$ cat config.mk
export PLATFORM = sky130hd
export DESIGN_NAME = bbn_front_flat
export DESIGN_NICKNAME = d
export VERILOG_FILES = /design/src/bbn_pkg.sv /design/src/bbn_if.sv /design/src/bbn_front.sv /design/src/flat_wrapper.sv
export SDC_FILE = /design/constraint.sdc
export NUM_CORES = 1
export LEC_CHECK = 0
export BUFFER_PORTS_ARGS = -buffer_cell sky130_fd_sc_hd__buf_2
export CELL_PAD_IN_SITES_DETAIL_PLACEMENT = 2
export CELL_PAD_IN_SITES_GLOBAL_PLACEMENT = 2
export CORE_ASPECT_RATIO = 0.7
export CORE_UTILIZATION = 33
export DETAILED_ROUTE_END_ITERATION = 12
export PLACE_DENSITY = 0.84
export SKIP_CTS_REPAIR_TIMING = 1
export SYNTH_ARGS = -nofsm -noshare
export SYNTH_HDL_FRONTEND = slang
export SYNTH_SLANG_ARGS = --single-unit
$ cat constraint.sdc
create_clock -name clk -period 3.75 [get_ports clk]
set_input_delay 0.75 -clock clk [delete_from_list [all_inputs] [get_ports clk]]
set_output_delay 0.75 -clock clk [all_outputs]
set_load 0.01 [all_outputs]
$ cat src/bbn_pkg.sv
// Shared constants, widths and types for the bounding-box normalisation block.
// No dependencies.
package bbn_pkg;

  localparam int COORD_BITS = 16;
  localparam int FRAC_BITS  = 16;

  localparam int CW       = COORD_BITS;
  localparam int SUM_W    = CW + 1;
  localparam int DIFF_W   = CW + 2;
  localparam int EXT_W    = CW;
  localparam int SCALE_W  = 32;
  localparam int OUT_W    = 34;
  localparam int PROD_W   = SCALE_W + 1 + DIFF_W;
  localparam int SH_XZ    = 32 - FRAC_BITS;
  localparam int SH_Y     = 31 - FRAC_BITS;
  localparam int CNT_W    = $clog2(SCALE_W);
  localparam int Q_DEPTH  = 4;
  localparam int Q_PTR_W  = $clog2(Q_DEPTH);

  localparam logic [SCALE_W-1:0] ONE_Q31 = {1'b1, {(SCALE_W-1){1'b0}}};

  localparam logic CMD_MEASURE = 1'b0;
  localparam logic CMD_APPLY   = 1'b1;
  localparam logic KIND_RECORD = 1'b0;
  localparam logic KIND_VERTEX = 1'b1;

  // rec = 1: box of a finished mesh; rec = 0: vertex carried in the min fields
  typedef struct packed {
    logic                 rec;
    logic signed [CW-1:0] min_x;
    logic signed [CW-1:0] max_x;
    logic signed [CW-1:0] min_y;
    logic signed [CW-1:0] max_y;
    logic signed [CW-1:0] min_z;
    logic signed [CW-1:0] max_z;
  } bbn_entry_t;

  typedef struct packed {
    logic       push;
    bbn_entry_t entry;
  } bbn_push_t;

  typedef struct packed {
    logic full;
    logic empty;
  } bbn_qstat_t;

endpackage

$ cat src/bbn_if.sv
// Request channels of the block: vertex input and result output.
// Depends on bbn_pkg.
interface bbn_vtx_if import bbn_pkg::*; ();
  logic                 valid;
  logic                 ready;
  logic                 cmd;
  logic signed [CW-1:0] vx;
  logic signed [CW-1:0] vy;
  logic signed [CW-1:0] vz;
  logic                 last;

  modport source (output valid, cmd, vx, vy, vz, last, input ready);
  modport sink   (input valid, cmd, vx, vy, vz, last, output ready);
endinterface


$ cat src/bbn_front.sv
// Front end: accepts vertex requests, grows the box, queues apply and record jobs.
// Depends on bbn_pkg and bbn_vtx_if.
module bbn_front import bbn_pkg::*; (
  input  logic        clk,
  input  logic        rst,
  bbn_vtx_if.sink     vtx,
  input  bbn_qstat_t  qstat,
  output bbn_push_t   qpush
);

  localparam logic signed [CW-1:0] COORD_MAX = {1'b0, {(CW-1){1'b1}}};
  localparam logic signed [CW-1:0] COORD_MIN = {1'b1, {(CW-1){1'b0}}};

  logic signed [CW-1:0] box_min_x, box_max_x, box_min_y, box_max_y, box_min_z, box_max_z;
  logic signed [CW-1:0] nmin_x, nmax_x, nmin_y, nmax_y, nmin_z, nmax_z;
  logic                 accept;

  assign vtx.ready = !qstat.full;
  assign accept    = vtx.valid && vtx.ready;

  always_comb begin
    nmin_x = (vtx.vx < box_min_x) ? vtx.vx : box_min_x;
    nmax_x = (vtx.vx > box_max_x) ? vtx.vx : box_max_x;
    nmin_y = (vtx.vy < box_min_y) ? vtx.vy : box_min_y;
    nmax_y = (vtx.vy > box_max_y) ? vtx.vy : box_max_y;
    nmin_z = (vtx.vz < box_min_z) ? vtx.vz : box_min_z;
    nmax_z = (vtx.vz > box_max_z) ? vtx.vz : box_max_z;

    qpush.push = accept && ((vtx.cmd == CMD_APPLY) || vtx.last);
    qpush.entry.rec = (vtx.cmd == CMD_MEASURE);
    if (vtx.cmd == CMD_APPLY) begin
      qpush.entry.min_x = vtx.vx;
      qpush.entry.min_y = vtx.vy;
      qpush.entry.min_z = vtx.vz;
    end else begin
      qpush.entry.min_x = nmin_x;
      qpush.entry.min_y = nmin_y;
      qpush.entry.min_z = nmin_z;
    end
    qpush.entry.max_x = nmax_x;
    qpush.entry.max_y = nmax_y;
    qpush.entry.max_z = nmax_z;
  end

  always_ff @(posedge clk) begin
    if (rst || (accept && vtx.cmd == CMD_MEASURE && vtx.last)) begin
      box_min_x <= COORD_MAX;
      box_max_x <= COORD_MIN;
      box_min_y <= COORD_MAX;
      box_max_y <= COORD_MIN;
      box_min_z <= COORD_MAX;
      box_max_z <= COORD_MIN;
    end else if (accept && vtx.cmd == CMD_MEASURE) begin
      box_min_x <= nmin_x;
      box_max_x <= nmax_x;
      box_min_y <= nmin_y;
      box_max_y <= nmax_y;
      box_min_z <= nmin_z;
      box_max_z <= nmax_z;
    end
  end

endmodule

$ cat src/flat_wrapper.sv
// flat-port wrapper written by rule: the top's interface ports become plain ports
module bbn_front_flat import bbn_pkg::*;
  (clk, rst, qstat, qpush, vtx_valid, vtx_cmd, vtx_vx, vtx_vy, vtx_vz, vtx_last, vtx_ready);
  bbn_vtx_if vtx_i ();
  input  logic clk;
  input  logic rst;
  input  bbn_qstat_t qstat;
  output bbn_push_t qpush;
  input wire logic [$bits(vtx_i.valid)-1:0] vtx_valid;
  input wire logic [$bits(vtx_i.cmd)-1:0] vtx_cmd;
  input wire logic [$bits(vtx_i.vx)-1:0] vtx_vx;
  input wire logic [$bits(vtx_i.vy)-1:0] vtx_vy;
  input wire logic [$bits(vtx_i.vz)-1:0] vtx_vz;
  input wire logic [$bits(vtx_i.last)-1:0] vtx_last;
  output wire logic [$bits(vtx_i.ready)-1:0] vtx_ready;
  assign vtx_i.valid = vtx_valid;
  assign vtx_i.cmd = vtx_cmd;
  assign vtx_i.vx = vtx_vx;
  assign vtx_i.vy = vtx_vy;
  assign vtx_i.vz = vtx_vz;
  assign vtx_i.last = vtx_last;
  assign vtx_ready = vtx_i.ready;
  bbn_front u_core (.clk(clk), .rst(rst), .vtx(vtx_i), .qstat(qstat), .qpush(qpush));
endmodule
# Word-level counts from Yosys, hierarchy flattened
# Cells that the tools add are included.
dict set report op_classes {
  n_eq_ne 0
  div 0
  reduce_logical 7
  shift 0
  bitwise_logic 1
  n_addsub 0
  muxes 9
  n_mul 0
  magnitude_cmp 6
}
# cell n
set op_table {}
lappend op_table {{$mux 16} 9}
lappend op_table {{$gt 16x16->1} 3}
lappend op_table {{$lt 16x16->1} 3}
lappend op_table {{$logic_and 1x1->1} 4}
lappend op_table {{$logic_or 1x1->1} 2}
lappend op_table {{$logic_not 1->1} 1}
lappend op_table {{$not 1->1} 1}
dict set report word_totals {
  regBits 96
  mem_count 0
  mem_bits_rw 0
  mem_bits_ro 0
  input_bits 55
  latch_bits 0
}

# Longest topological paths before layout
dict set report depth {
  ltp_word 5
  mapped_depth 11
  depth_no_buf 9
}

# Least setup slack after synthesis
# No wires, ideal clock.
dict set report synth_path {
  kind {input to output}
  start {input port vtx_vx[13]}
  end {output port qpush[86] in the netlist's numbering}
  t_arrival_ns 2.914
  required_ns 3.000
  cell_stages 8
  setup_slack_ns 0.086
  n_path_buf 1
  path_cell_list {ha_1 > a21o_1 > a21o_1 > a211o_1 > or3_1 > a21oi_2 > buf_4 > mux2_1}
}
# element line
set synth_rtl {}
lappend synth_rtl {{from (decl)} flat_wrapper.sv:11} ;# input wire logic [$bits(vtx_i.vx)-1:0] vtx_vx;
lappend synth_rtl {{to (decl)} flat_wrapper.sv:8} ;# output bbn_push_t qpush;

==> metrics.cfg <==
[timing]
worst_pin_slew_ns=1.124
fin_crit_ns=4.080
maxSlewHeadroom_pct=25.06
finalClockSkew_ns=0.01569
finalCritPeriodShare_pct=108.8
finalSetupViolations=86
hold_ws_ns=0.5127
max_freq_mhz=245.1
hold_viol_final=0
rsz0062_at_grt=true
worst_slack_ns=-0.3305
maxSlewViolCount=0

[critical_path]
criticalPathCategory=primary input to primary output
arrival_ns=3.33
crit_path_start_kind=primary input
worst_setup_path_end_kind=primary output
crit_fanout=5
worstPathRequired_ns=3.00

[clocking]
clockBufferDepth=2
htreeDepth=3
cts-root-buf=clkbuf_16
cts_tree=done
cts-buffers-inserted=9
clock_latency_ns=0.38
cts_sinks=96
path_clk_slew_ns=0.07

[synthesis]
synth_nets=1009
synth-edff-count=0
ys_seq_elements=96
synthesis.instances=861
ys.flop_type=dfxtp_1
postSynthAreaPerCell_um2=8.517
ys_warn_count=0
seq_area_frac_synth_pct=26.21
async_reset_ff_share_pct=0
syn_area_um2=7333
synth.distinct_cells=54

[min_path]
hold_class=flop to flop

[power]
power_density_nw_per_um2=303.2
peakVddDrop_mv=0.2463
p_leak_nw=5.197

[cells_and_area]
final_cell_mix=nor2_1, buf_4, inv_1, dfxtp_1, buf_6
final_net_count=1264
final_common_cell=nor2_1
fin_util_pct=52.95
stdcell_area_um2=11510
area_delta_synth_final_pct=56.94
n_antenna_cell=0
drive_above_1_share_pct=45.76

[grt]
grt_usage_pct=23.35
grt_max_degree=53
gr-total-overflow=0
grt_pass1_wl_mm=42.05
antenna_found_initial=0
grt_pass1_vias=7854

[detailed_routing]
drc=0
vias_per_cell=5.661
drt_wl_total_mm=40.33
ant_nets=0
firstDrtPassIters=5
num_vias=7943
post_drt_wl_per_cell_um=28.74
drtIter0Drc=416

[floorplan]
die_w_um=180.2
initial_utilization_pct=33.74
io_pins=154
die-area_um2=22830
num_rows=45
dieHeight_um=126.7
core_um2=21730

[placement]
place_congestion=0.8005
place_area_um2=9047
dp_hpwl_mm=20.54
port_buffers=152
pre_cts_ws_ns=-0.3297

[outcome]
status=complete, but fails checks
violations=negative setup slack

[flow_run]
drv_cap=0

kinds of logic after synthesis:
logic type      count (synthesis)  synth area share, %
compound gates                149                14.03
fa+ha+maj                      93                15.87
buf+inv                       140                8.087
flops                          96                26.21
mux                           140                20.59
simple gates                  243                15.22
final timing paths:
path / to / slack, ns / from / cells past startpoint
hold reg to reg: u_core.box_max_z[12] / 0.51 / u_core.box_max_z[12] / 2
hold / removal: u_core.box_max_z[12] / 0.51 / u_core.box_max_z[12] / 2
setup reg to reg: u_core.box_min_z[9] / 0.42 / u_core.box_min_z[6] / 9
setup / recovery: qpush[6] / -0.33 / vtx_vz[7] / 11
state kept, by name, indices dropped and copies added (netlist names):
register / flops
u_core.box_max_x: 16
u_core.box_max_y: 16
u_core.box_max_z: 16
u_core.box_min_x: 16
u_core.box_min_y: 16
u_core.box_min_z: 16
worst max-delay path: stages:
cell and delay (ns):
buf_4 0.13, buf_4 0.16, ha_1 0.34, nand4_1 0.23, o221ai_2 0.35, a211oi_2 0.16, buf_4 0.18, o21ai_4 0.30
clkbuf_16 0.21, mux2_2 0.35, buf_2 0.15
synthesized netlist by cell type (all sizes together), types with 5 or more instances:
master	count	area [um^2]
nand4	13	81.33
nand2b	5	31.28
nand3	37	185.2
ha	93	1164
buf	15	123.9
and3	8	50.05
nor2	113	431.7
inv	98	367.9
mux2i	63	643.1
mux2	77	867.1
o211ai	6	45.04
a21oi	35	201.4
o31ai	19	142.6
o21ai	44	224.0
dfxtp	96	1922
clkbuf	27	101.4
nand2	45	168.9
a21o	23	172.7
stage by stage:
step / std cells / setup TNS, ns / total power, W
detailed placement: 1350 / -19.95 / 0.001972
global route: 1403 / -18.80 / 0.003583
finish: 1403 / -13.97 / 0.003489
floorplan: 861 / 0 / 0.001561
global placement: 1350 / -13.17 / 0.001921
CTS: 1366 / -21.74 / 0.003007
power breakdown:
part	internal (W)	switching [W]	total, W
Combinational	0.000658	0.000689	0.00135
Clock	0.000561	0.000502	0.00106
Sequential	0.00105	0.0000297	0.00108
area by class of cell:
type / instances / area, um^2
Fill cell: 2179 / 10220
Multi-Input combinational cell: 625 / 6055
Timing Repair Buffer: 286 / 2485
Sequential cell: 96 / 1932
Inverter: 98 / 367.9
Tap cell: 282 / 352.8
Clock buffer: 11 / 252.7
Clock inverter: 5 / 63.81
layer usage:
metal	up-vias	part of all wire (%)	track usage [%]
met5	-	0	0
met3	115	4.4	3.560
li1	3520	-	-
met4	0	4.1	6.335
met2	308	51	41.63
met1	4000	41	29.27
(Power assumes the default switching activity.)
