===== src/bbn_pkg.sv =====
// Shared constants, widths and types for the bounding-box normalisation block.
// No dependencies.
package bbn_pkg;

  localparam int COORD_BITS = 16;
  localparam int FRAC_BITS  = 16;

  localparam int CW       = COORD_BITS;
  localparam int SUM_W    = CW + 1;
  localparam int DIFF_W   = CW + 2;
  localparam int EXT_W    = CW;
  localparam int SCALE_W  = 32;
  localparam int OUT_W    = 34;
  localparam int PROD_W   = SCALE_W + 1 + DIFF_W;
  localparam int SH_XZ    = 32 - FRAC_BITS;
  localparam int SH_Y     = 31 - FRAC_BITS;
  localparam int CNT_W    = $clog2(SCALE_W);
  localparam int Q_DEPTH  = 4;
  localparam int Q_PTR_W  = $clog2(Q_DEPTH);

  localparam logic [SCALE_W-1:0] ONE_Q31 = {1'b1, {(SCALE_W-1){1'b0}}};

  localparam logic CMD_MEASURE = 1'b0;
  localparam logic CMD_APPLY   = 1'b1;
  localparam logic KIND_RECORD = 1'b0;
  localparam logic KIND_VERTEX = 1'b1;

  // rec = 1: box of a finished mesh; rec = 0: vertex carried in the min fields
  typedef struct packed {
    logic                 rec;
    logic signed [CW-1:0] min_x;
    logic signed [CW-1:0] max_x;
    logic signed [CW-1:0] min_y;
    logic signed [CW-1:0] max_y;
    logic signed [CW-1:0] min_z;
    logic signed [CW-1:0] max_z;
  } bbn_entry_t;

  typedef struct packed {
    logic       push;
    bbn_entry_t entry;
  } bbn_push_t;

  typedef struct packed {
    logic full;
    logic empty;
  } bbn_qstat_t;

endpackage


===== src/bbn_queue.sv =====
// Short job queue between the front end and the back end.
// Depends on bbn_pkg.
module bbn_queue import bbn_pkg::*; (
  input  logic       clk,
  input  logic       rst,
  input  bbn_push_t  qpush,
  input  logic       pop,
  output bbn_entry_t head,
  output bbn_qstat_t qstat
);

  bbn_entry_t         mem [Q_DEPTH];
  logic [Q_PTR_W-1:0] wr_ptr, rd_ptr;
  logic [Q_PTR_W:0]   count;
  logic               do_push, do_pop;

  assign qstat.full  = (count == (Q_PTR_W + 1)'(Q_DEPTH));
  assign qstat.empty = (count == '0);
  assign do_push     = qpush.push && !qstat.full;
  assign do_pop      = pop && !qstat.empty;
  assign head        = mem[rd_ptr];

  always_ff @(posedge clk) begin
    if (do_push) begin
      mem[wr_ptr] <= qpush.entry;
    end
  end

  always_ff @(posedge clk) begin
    if (rst) begin
      wr_ptr <= '0;
      rd_ptr <= '0;
      count  <= '0;
    end else begin
      if (do_push) wr_ptr <= wr_ptr + 1'b1;
      if (do_pop)  rd_ptr <= rd_ptr + 1'b1;
      case ({do_push, do_pop})
        2'b10:   count <= count + 1'b1;
        2'b01:   count <= count - 1'b1;
        default: count <= count;
      endcase
    end
  end

  a_count_bound: assert property (@(posedge clk) disable iff (rst)
    count <= (Q_PTR_W + 1)'(Q_DEPTH))
    else $error("queue count beyond depth");

  a_no_overflow: assert property (@(posedge clk) disable iff (rst)
    qstat.full |-> !qpush.push)
    else $error("push into full queue");

endmodule


===== config.mk =====
export PLATFORM = sky130hd
export DESIGN_NAME = bbn_queue
export DESIGN_NICKNAME = d
export VERILOG_FILES = /design/src/bbn_pkg.sv /design/src/bbn_queue.sv
export SDC_FILE = /design/constraint.sdc
export NUM_CORES = 1
export LEC_CHECK = 0
export ABC_AREA = 1
export BUFFER_PORTS_ARGS = -buffer_cell sky130_fd_sc_hd__buf_2
export CAP_MARGIN = 20
export CORE_MARGIN = 2
export CORE_UTILIZATION = 35
export CTS_BUF_LIST = sky130_fd_sc_hd__clkbuf_16
export CTS_CLUSTER_SIZE = 24
export DETAILED_ROUTE_END_ITERATION = 10
export GPL_TIMING_DRIVEN = 0
export PLACE_DENSITY_LB_ADDON = 0.12
export SLEW_MARGIN = 20
export SYNTH_ARGS = -nofsm -noshare
export SYNTH_HDL_FRONTEND = slang
export SYNTH_SLANG_ARGS = --single-unit
export TNS_END_PERCENT = 50

===== constraint.sdc =====
create_clock -name clk -period 4.9 [get_ports clk]
set_input_delay 0.245 -clock clk [delete_from_list [all_inputs] [get_ports clk]]
set_output_delay 0.245 -clock clk [all_outputs]
set_load 0.005 [all_outputs]

**Word-level counts from Yosys, hierarchy flattened**

Memories as Yosys holds them, arrays and structs flattened. A register that Yosys moved wholly into a read port is not among the register bits.
Index checks and enable logic that the tools add are counted.

- Register bits after elaboration: 7
- Bits in writable memories: 388
- Memories kept: 1

- Add/subtract/negate cells: 4
- Eq/ne operators: 3
- Mux-type cells: 5
- Reduce and logical (&&, ||, !) cells: 6

Memory list:

| memory | words | bits a word | read ports | clocked after Yosys merged registers in | write ports | line | text |
|---|---|---|---|---|---|---|---|
| mem | 4 | 97 | 1 | 1 | 1 | bbn_queue.sv:12 | `bbn_entry_t mem [Q_DEPTH];` |

Operators with widths:

| operator | count |
|---|---|
| case mux 3 bit (2 select lines) | 1 |
| adder 2 x 1 -> 2 bit, second input constant | 2 |
| two-way mux 2 bit | 2 |
| adder 3 x 1 -> 3 bit, second input constant | 1 |
| == test 3 bit, second input constant | 1 |
| zero test 3 bit | 1 |
| subtractor 3 x 1 -> 3 bit, second input constant | 1 |
| == test 2 x 1 -> 1 bit, second input constant | 1 |
| == test 2 bit, second input constant | 1 |
| logical AND 1 bit | 2 |
| zero test 1 bit | 2 |
| two-way mux 1 bit | 2 |
| nonzero test 2 bit | 1 |

**Logic depth before layout (Yosys ltp)**

Gate-level depths: netlist of the first run.

- Depth after elaboration: 5
- Mapped depth: 13
- Mapped depth without buffers: 13

**Worst setup path after synthesis of the first run**

Ideal clock, no wire load.

- Path type: register -> register
- Start: register count[1]
- End: memory mem[0][0] (netlist bit) (enable)
- Setup time: 0.554 ns
- Arrival time: 4.675 ns
- Slack: -0.329 ns
- Cell stages (with the launch flop): 5
- Path buffers: 0
- Period minus slack after synthesis: 5.229 ns
- Path through: dfxtp_1 > nor2_1 > nand2_1 > nand2_1 > nor2_1

- Word-level cells in the longest chain between the ends: 5

RTL lines:

| item | line | text |
|---|---|---|
| start: declaration | bbn_queue.sv:14 | `logic [Q_PTR_W:0] count;` |
| start signal: assignment | bbn_queue.sv:38 | `2'b10: count <= count + 1'b1;` |
| start signal: assignment | bbn_queue.sv:39 | `2'b01: count <= count - 1'b1;` |
| start signal: assignment | bbn_queue.sv:40 | `default: count <= count;` |
| == test 3 bit | bbn_queue.sv:17 | `assign qstat.full = (count == (Q_PTR_W + 1)'(Q_DEPTH));` |
| zero test 1 bit | bbn_queue.sv:19 | `assign do_push = qpush.push && !qstat.full;` |
| logical AND 1 bit | bbn_queue.sv:19 |  |
| two-way mux 1 bit | bbn_queue.sv:24 | `if (do_push) begin` |
| two-way mux 1 bit (not written as such) | bbn_queue.sv:25 | `mem[wr_ptr] <= qpush.entry;` |
| end: declaration | bbn_queue.sv:12 |  |

Every way passes these cells.

==> flow_summary.ini, run 1 <==
[power_and_ir_drop]
pwr_density_cell_nw_per_um2 = 495.2
p_clk_share_pct = 34.1
p_comb_share_pct = 23.3
seq_power_share_pct = 42.6
intPower_uw = 6855
total_power_uw = 9625
leakagePower_uw = 0.006968
ir_worst_vdd_mv = 0.2672
switching_share_pct = 28.78
power_switching_uw = 2770

[status]
outcome = finished, final reports clean

[min_path]
hp-class = in -> reg
min_delay_path_depth = 3

[synthesis]
synthesis.instances = 1007
ys_ff_latch = 397
syn_area_um2 = 14820
synth_cell_types = 18
synth_nets = 1114
avgSynthCellArea_um2 = 14.72
synth_seq_area_share_pct = 79.81
ys.warnings.count = 0

[sta]
fin_skew_ps = 16.20
slew_viol_final = 0
worst_pin_slew_ps = 654.0
max-slew-margin-rel_pct = 56.30
post-route-period-util_pct = 56.02
hold_viol = 0
rsz0062_at_grt = false
fin_crit_ps = 2745
setup_tns_ps = 0
max_freq_mhz = 364.3
setup_viol = 0

[floorplanning]
core_um2 = 41850
rows = 75
die_height_um = 209.8
initial_core_util_pct = 35.42
die_x_um = 209.8
ioPinCount = 200
die-area_um2 = 44020

[routing]
num_vias = 9482
drt_pre_antenna_iters = 6
postRouteWirelength_um = 38160
wl_per_cell_um = 19.58
drc = 0
via_per_inst = 4.865
drtIter0Drc = 479
antenna_left = 0

[critical_path]
crit_path_max_fanout = 10
reg2regPathDepth = 7
startpoint_type = flop
r2r_slack_ps = 2530
cp.arrival_ps = 2500
cp-end-kind = output port
reg2reg_from = count[1]
worstPathRequired_ps = 4660
crit_end = head[58]
critPathKind = reg -> out
regToRegEndpoint = mem[3][29]

[cts]
cts_root_buf = clkbuf_16
clk_latency_ps = 570
clk_pin_slew_worst_paths_ps = 60
post_cts_resized = 0
cts_tree = built
clock-sinks = 397
htreeDepth = 2
clock_path_buffers = 3
cts_buffers = 44

[cells_and_area]
num-nets-final = 1480
drive_above_1_share_pct = 23.00
area_growth_pct = 31.12

[global_routing]
grt_usage_pct = 17.41
grt_overflow_total = 0
grt_max_degree = 22
grt_pass1_wl_um = 57720
grt_pass1_vias = 9645
antenna_found_initial = 2

[flow_run]
maxCapViolCount = 0

[placed_design]
gp_congestion = 0.7473
dp_hpwl_um = 23820
numPortBuffers = 199
## cell usage after synthesis
cell        n  area [µm²]
edfxtp_1  388       11650
dfxtp_1     9       180.2
nand2_1    15       56.30
inv_1      18       67.56
clkbuf_1   25       93.84
o21ai_0   133       665.6
clkbuf_2    3       15.01
o22ai_1    97       606.8
fa_1        1       20.02
inv_2       1       3.750
nor2_1    204       765.7
nand3_1     5       25.02
ha_1        5       62.56
inv_4       1       6.260
a21oi_1     5       25.02
o21ai_1    63       315.3
buf_2      19       95.09
buf_6      15       168.9
## flip-flops by register name (all words and copies together) (netlist names), named ones only
| register | cells |
|---|---|
| mem | 388 |
| count | 3 |
| rd_ptr | 2 |
| wr_ptr | 2 |
## layout by cell type, fill, tap and decap left out, drive strengths merged
cell	count
diode	1
nor2	204
o21ai	196
ha	5
buf	253
edfxtp	388
bufinv	6
clkinvlp	1
clkinv	17
dlygate4sd3	101
a21oi	5
dfxtp	9
nand2	15
nand3	5
o22ai	97
inv	33
clkbuf	73
fa	1
## stage by stage
| stage | utilization (%) | instance area (µm²) | hold slack [ps] | std cells | setup slack, ps |
|---|---|---|---|---|---|
| floorplan | - | 14820 | 314.1 | 1007 | -329.2 |
| global placement | 39.41 | 16490 | 462.5 | 1745 | -4424 |
| detailed placement | 40.57 | 16980 | 464.0 | 1765 | 2497 |
| CTS | 46.44 | 19430 | 384.0 | 1948 | 2067 |
| global route | 46.44 | 19430 | 400.1 | 1948 | 1970 |
| finish | 46.44 | 19440 | 418.7 | 1949 | 2155 |
## how the worst min path moves through the flow
stage                     startpoint         end  slack [ps]
after CTS                  qpush[89]  mem[0][89]         380
after detailed placement   qpush[52]  mem[2][52]         460
after global routing       qpush[89]  mem[0][89]         400
final                            rst   wr_ptr[0]         420
after global placement     qpush[77]  mem[0][77]         460
after floorplan                  rst   wr_ptr[0]         310
## power by group through the flow
stage	Clock [µW]	Combinational (µW)	Sequential (µW)
6_report	3280	2240	4100
3_5_place_dp	0	2230	4170
3_3_place_gp	0	2110	4260
2_1_floorplan	0	1110	4190
5_1_grt	3500	2480	4120
4_1_cts	3380	2300	4100
## worst max-delay path: stages (launching register included)
cell and delay [ps]:
dfxtp_1 500, inv_2 310, buf_6 210, clkbuf_1 440, o21ai_1 140, o22ai_1 180, buf_2 150
## cell type report
| type | count | area, µm² |
|---|---|---|
| inverter | 20 | 77.57 |
| buffer | 62 | 372.9 |
| clock buffer | 45 | 1126 |
| sequential | 397 | 11830 |
| antenna | 1 | 2.502 |
| timing repair buffer | 320 | 2460 |
| fill | 3794 | 22420 |
| clock inverter | 37 | 320.3 |
| tap | 539 | 674.4 |
| multi-input combinational | 528 | 2572 |
## routing by layer
metal  global-route usage (%)  vias to the layer above  part of all wire [%]  routed length, µm
met2                    28.42                      218                    47              18080
met1                    23.67                     4688                    46              17450
met4                    4.060                        2                   1.5                579
met5                        0                        -                 0.029                 11
li1                         -                     4535                     -                  -
met3                    4.115                       39                   5.3               2039
## cell families after synthesis
logic type | synth area share, %
flip-flops | 79.81
buffers and inverters | 3.038
adder cells (fa/ha/maj) | 0.5571
AO/OA/AOI/OAI | 10.88
AND/OR/NAND/NOR | 5.714
## what timing repair did
item                                    in CTS  in global routing
endpoints found under the setup margin       0                  0
hold buffers                               101                  0
hold endpoints to repair                   395                  0
setup buffers                                0                  0
Power figures use the tool's default switching activity.
==> run 2, diff against run 1 <==
ABC_AREA = 0   (was 1)
clock period = 2.7 ns   (was 4.9 ns; I/O delays follow)
==> flow_summary.ini, run 2 <==
[routing]
postRouteWirelength_um = 29890
drc = 0
drtIter0Drc = 374
drt_pre_antenna_iters = 4
antenna_left = 0
via_per_inst = 4.710
num_vias = 6966
wl_per_cell_um = 20.21

[critical_path]
cp.arrival_ps = 2980
reg2reg_from = count[2]
critPathKind = reg -> reg
r2r_slack_ps = 210
reg2regPathDepth = 9
regToRegEndpoint = count[2]
startpoint_type = flop
worstPathRequired_ps = 3190
cp-end-kind = flop
crit_path_max_fanout = 6

[synthesis]
syn_area_um2 = 14470
yosys.area.top_type = edfxtp_1
synth_top_cells_by_area = edfxtp_1 (81%), mux4_2 (15%), dfxtp_1 (1.2%)
synth_nets = 668
synthAdderAreaFrac_pct = 0.5707
synth_edf_count = 388
synth_cell_types = 24
synthArstFlopShare_pct = 0
synthXorXnorAreaFrac_pct = 0.1816
synthTopCellsByCount = edfxtp_1 (388), mux4_2 (97), buf_2 (11)
synthesis.instances = 561
synth-compound-area-share_pct = 0.2940
synth_top_area_share_pct = 80.52
synth_seq_area_share_pct = 81.76
avgSynthCellArea_um2 = 25.79
synth.area.mux_share_pct = 15.17
synth_simple_gate_area_share_pct = 0.6572
synth_most_common_cell = edfxtp_1
ys.flop_type = edfxtp_1
ys.warnings.count = 0
ys_ff_latch = 397
synth_top_family_by_area = multiplexers

[power_and_ir_drop]
leakagePower_uw = 0.006358
ir_worst_vdd_mv = 0.4886
pwr_density_cell_nw_per_um2 = 887.2

[sta]
fin_crit_ps = 2490
rsz0062_at_grt = false
fin_ws_ps = 209.9
max_freq_mhz = 401.6
hold_viol = 0
worst_pin_slew_ps = 783.9
whs_ps = 330.4
setup_viol = 0
fin_skew_ps = 22.92
post-route-period-util_pct = 92.23
slew_viol_final = 0
max-slew-margin-rel_pct = 47.74

[global_routing]
grt_max_degree = 43
grt_pass1_vias = 7852
grt_usage_pct = 14.00
grt_overflow_total = 0
grt_pass1_wl_um = 45490
antenna_found_initial = 0

[cts]
clock_path_buffers = 3
cts_hold_buf = 101
htreeDepth = 2
postCtsSetupBuffers = 0
post_cts_resized = 0
cts_root_buf = clkbuf_16
cts_buffers = 43
clk_pin_slew_worst_paths_ps = 60
cts_tree = built
clock-sinks = 397
clk_latency_ps = 560

[floorplanning]
ioPinCount = 200
die-area_um2 = 42990
core_um2 = 40830
die_height_um = 207.3
initial_core_util_pct = 35.44
die_x_um = 207.3
rows = 74

[cells_and_area]
drive_above_1_share_pct = 40.02
final_common_cell = edfxtp_1
reg_top3 = mem: 388 flops, count: 3 flops
num-nets-final = 1020
top_register = mem
largest_reg_flops = 388
n_fill_cell = 3486
final_cell_mix = edfxtp_1 (388), buf_2 (209), dlygate4sd3_1 (101)
multi_input_area_um2 = 2451
final_util_pct = 45.78
antennaDiodeCount = 0
area_growth_pct = 29.18
ff_latch_area_um2 = 11830

[placed_design]
pre_cts_ws_ps = 253.0
gp_congestion = 0.7211
numPortBuffers = 198
dp_hpwl_um = 18530

[status]
outcome = finished, final reports clean

[min_path]
hold_start = qpush[20]
min_delay_path_depth = 2
hp-class = in -> reg
hold_end = mem[3][20]

[flow_run]
maxCapViolCount = 0
run 2: cell types whose count changed after synthesis, moves of 19 or more:
cell,previous run,this run
nor2_1,204,6
mux4_2,0,97
o21ai_1,63,0
clkbuf_1,25,6
o22ai_1,97,0
o21ai_0,133,3
run 2: worst max path at each step:
stage                  start          to  slack, ps  cells past startpoint
floorplan           count[2]   mem[0][0]       -780                      3
global placement    count[2]  mem[0][77]      -2800                      3
detailed placement  count[2]    count[2]        250                      9
CTS                     flop    head[42]         50                      4
global route        count[2]    count[2]          5                      9
finish              count[2]    count[2]        210                      9
run 2: cells by family (layout without fill, tap and decap cells):
group / count (synthesis) / count (layout)
compound gates: 8 / 8
xor+xnor: 3 / 3
fa+ha+maj: 6 / 6
buf+inv: 31 / 417
flops: 397 / 397
mux: 98 / 98
simple gates: 18 / 18
run 2: worst max-delay path, stage by stage (launching register included):
cell	delay, ps
dfxtp_1	400
nor3b_1	400
nor2_1	210
inv_1	110
ha_1	210
inv_1	70
fa_1	380
xor2_1	170
or3_1	320
a21oi_1	160
run 2: cell type report:
type                       count  area share (%)
buffer                        23          0.8969
clock buffer                  45           6.024
timing repair buffer         307           11.89
clock inverter                34           1.064
sequential                   397           63.29
multi-input combinational    133           13.11
tap                          532           3.561
inverter                       8          0.1606
run 2: per-stage QoR:
step	std cells	total power (µW)	TNS, ps	instance area, µm²
after floorplan	561	9783	-151440	14470
after global placement	1291	11190	-694170	16130
after detailed placement	1299	11290	0	16360
after CTS	1479	16920	0	18690
after global routing	1479	17380	0	18690
final	1479	16580	0	18690
run 2: metal layers:
layer / wire length, µm / global-route usage, %
met2: 15480 / 24.45
met1: 11850 / 16.56
met4: 747 / 5.197
met5: 0 / 0
met3: 1812 / 3.797
run 2: power breakdown:
group	internal, µW	switching [µW]
Sequential	7350	127
Clock	3190	2240
Combinational	1940	1730
Total	12500	4100
==> run 3, diff against run 2 <==
CORE_ASPECT_RATIO = 0.5   (was default)
==> flow_summary.ini, run 3 (synthesized netlist as in run 2, its figures left out) <==
[critical_path]
startpoint_type = flop
cp-end-kind = output port
critPathKind = reg -> out
cp.arrival_ps = 2300
worstPathRequired_ps = 2570
crit_path_max_fanout = 10

[global_routing]
antenna_found_initial = 0
grt_pass1_wl_um = 45140
grt_usage_pct = 14.04
grt_max_degree = 42
grt_overflow_total = 0
grt_pass1_vias = 7669

[cts]
htreeDepth = 2
cts_tree = built
post_cts_resized = 0
postCtsSetupBuffers = 0
clk_latency_ps = 520
clk_pin_slew_worst_paths_ps = 60
cts_root_buf = clkbuf_16
cts_hold_buf = 101
cts_buffers = 38
clock-sinks = 397
clock_path_buffers = 3

[sta]
fin_crit_ps = 2437
worst_pin_slew_ps = 749.4
setup_viol = 0
slew_viol_final = 0
post-route-period-util_pct = 90.24
max-slew-margin-rel_pct = 50.04
rsz0062_at_grt = false
fin_skew_ps = 9.604
hold_viol = 0
max_freq_mhz = 410.4
setup_tns_ps = 0

[routing]
drtIter0Drc = 363
via_per_inst = 4.684
drc = 0
antenna_left = 0
drt_pre_antenna_iters = 4
postRouteWirelength_um = 29730
num_vias = 6886
wl_per_cell_um = 20.23

[floorplanning]
die_x_um = 291.6
die-area_um2 = 43080
initial_core_util_pct = 35.64
core_um2 = 40600
ioPinCount = 200
rows = 52
die_height_um = 147.8

[cells_and_area]
final_util_pct = 45.86
final_cell_area_um2 = 18620
n_fill_cell = 3562
reg_top3 = mem: 388 flops, count: 3 flops
ff_latch_area_um2 = 11830
final_cell_mix = edfxtp_1 (388), buf_2 (209), dlygate4sd3_1 (101)
final_common_cell = edfxtp_1
drive_above_1_share_pct = 40.22
num-nets-final = 1015
antennaDiodeCount = 0
area_growth_pct = 28.67
top_register = mem
largest_reg_flops = 388
multi_input_area_um2 = 2451

[placed_design]
numPortBuffers = 198
dp_hpwl_um = 18400
gp_congestion = 0.6584
placed_area_um2 = 16360

[power_and_ir_drop]
leakagePower_uw = 0.006310
total_power_uw = 16510
ir_worst_vdd_mv = 0.3543
pwr_density_cell_nw_per_um2 = 886.6

[flow_run]
maxCapViolCount = 0

[min_path]
hp-class = in -> reg

[status]
outcome = finished, final reports clean
run 3: metrics by stage:
| step | worst slack, ps | instances | hold WS [ps] |
|---|---|---|---|
| after CTS | 166.5 | 1470 | 324.4 |
| final | 263.5 | 1470 | 358.4 |
| after floorplan | -780.6 | 561 | 233.9 |
| after global routing | 104.5 | 1470 | 343.9 |
| after detailed placement | 423.1 | 1307 | 350.9 |
| after global placement | -3110 | 1299 | 345.2 |
run 3: worst max-delay path, stage by stage, from the launching register on:
cell	delay, ps
dfxtp_1	310
buf_2	250
buf_2	320
buf_2	370
mux4_2	370
buf_2	150
run 3: area by class of cell:
type | instances | share of cell area [%]
clock buffers | 41 | 5.510
clock inverters | 21 | 1.196
well taps | 540 | 3.629
flip-flops and latches | 397 | 63.54
inverters | 8 | 0.1613
repair buffers | 307 | 11.89
multi-input cells | 133 | 13.16
plain buffers | 23 | 0.9005
run 3: worst paths after layout:
check                           slack (ps)         end  cells past startpoint      start
worst max-delay path                   260    head[54]                      5       flop
worst max register to register         420    count[2]                      9   count[2]
worst min-delay path                   360  mem[3][18]                      2  qpush[18]
worst min register to register         500        flop                      2  rd_ptr[1]
run 3: per-layer routing:
layer  GRT usage (%)  routed length [µm]
met1           17.78               12600
met2           24.79               15600
met3           3.112                1086
met4           3.376                 444
met5               0                   0
run 3: where the power goes:
part	internal, µW	total (µW)	switching [µW]
logic	1930	3660	1730
registers	7350	7470	115
clock network	3200	5380	2180
total	12500	16500	4030
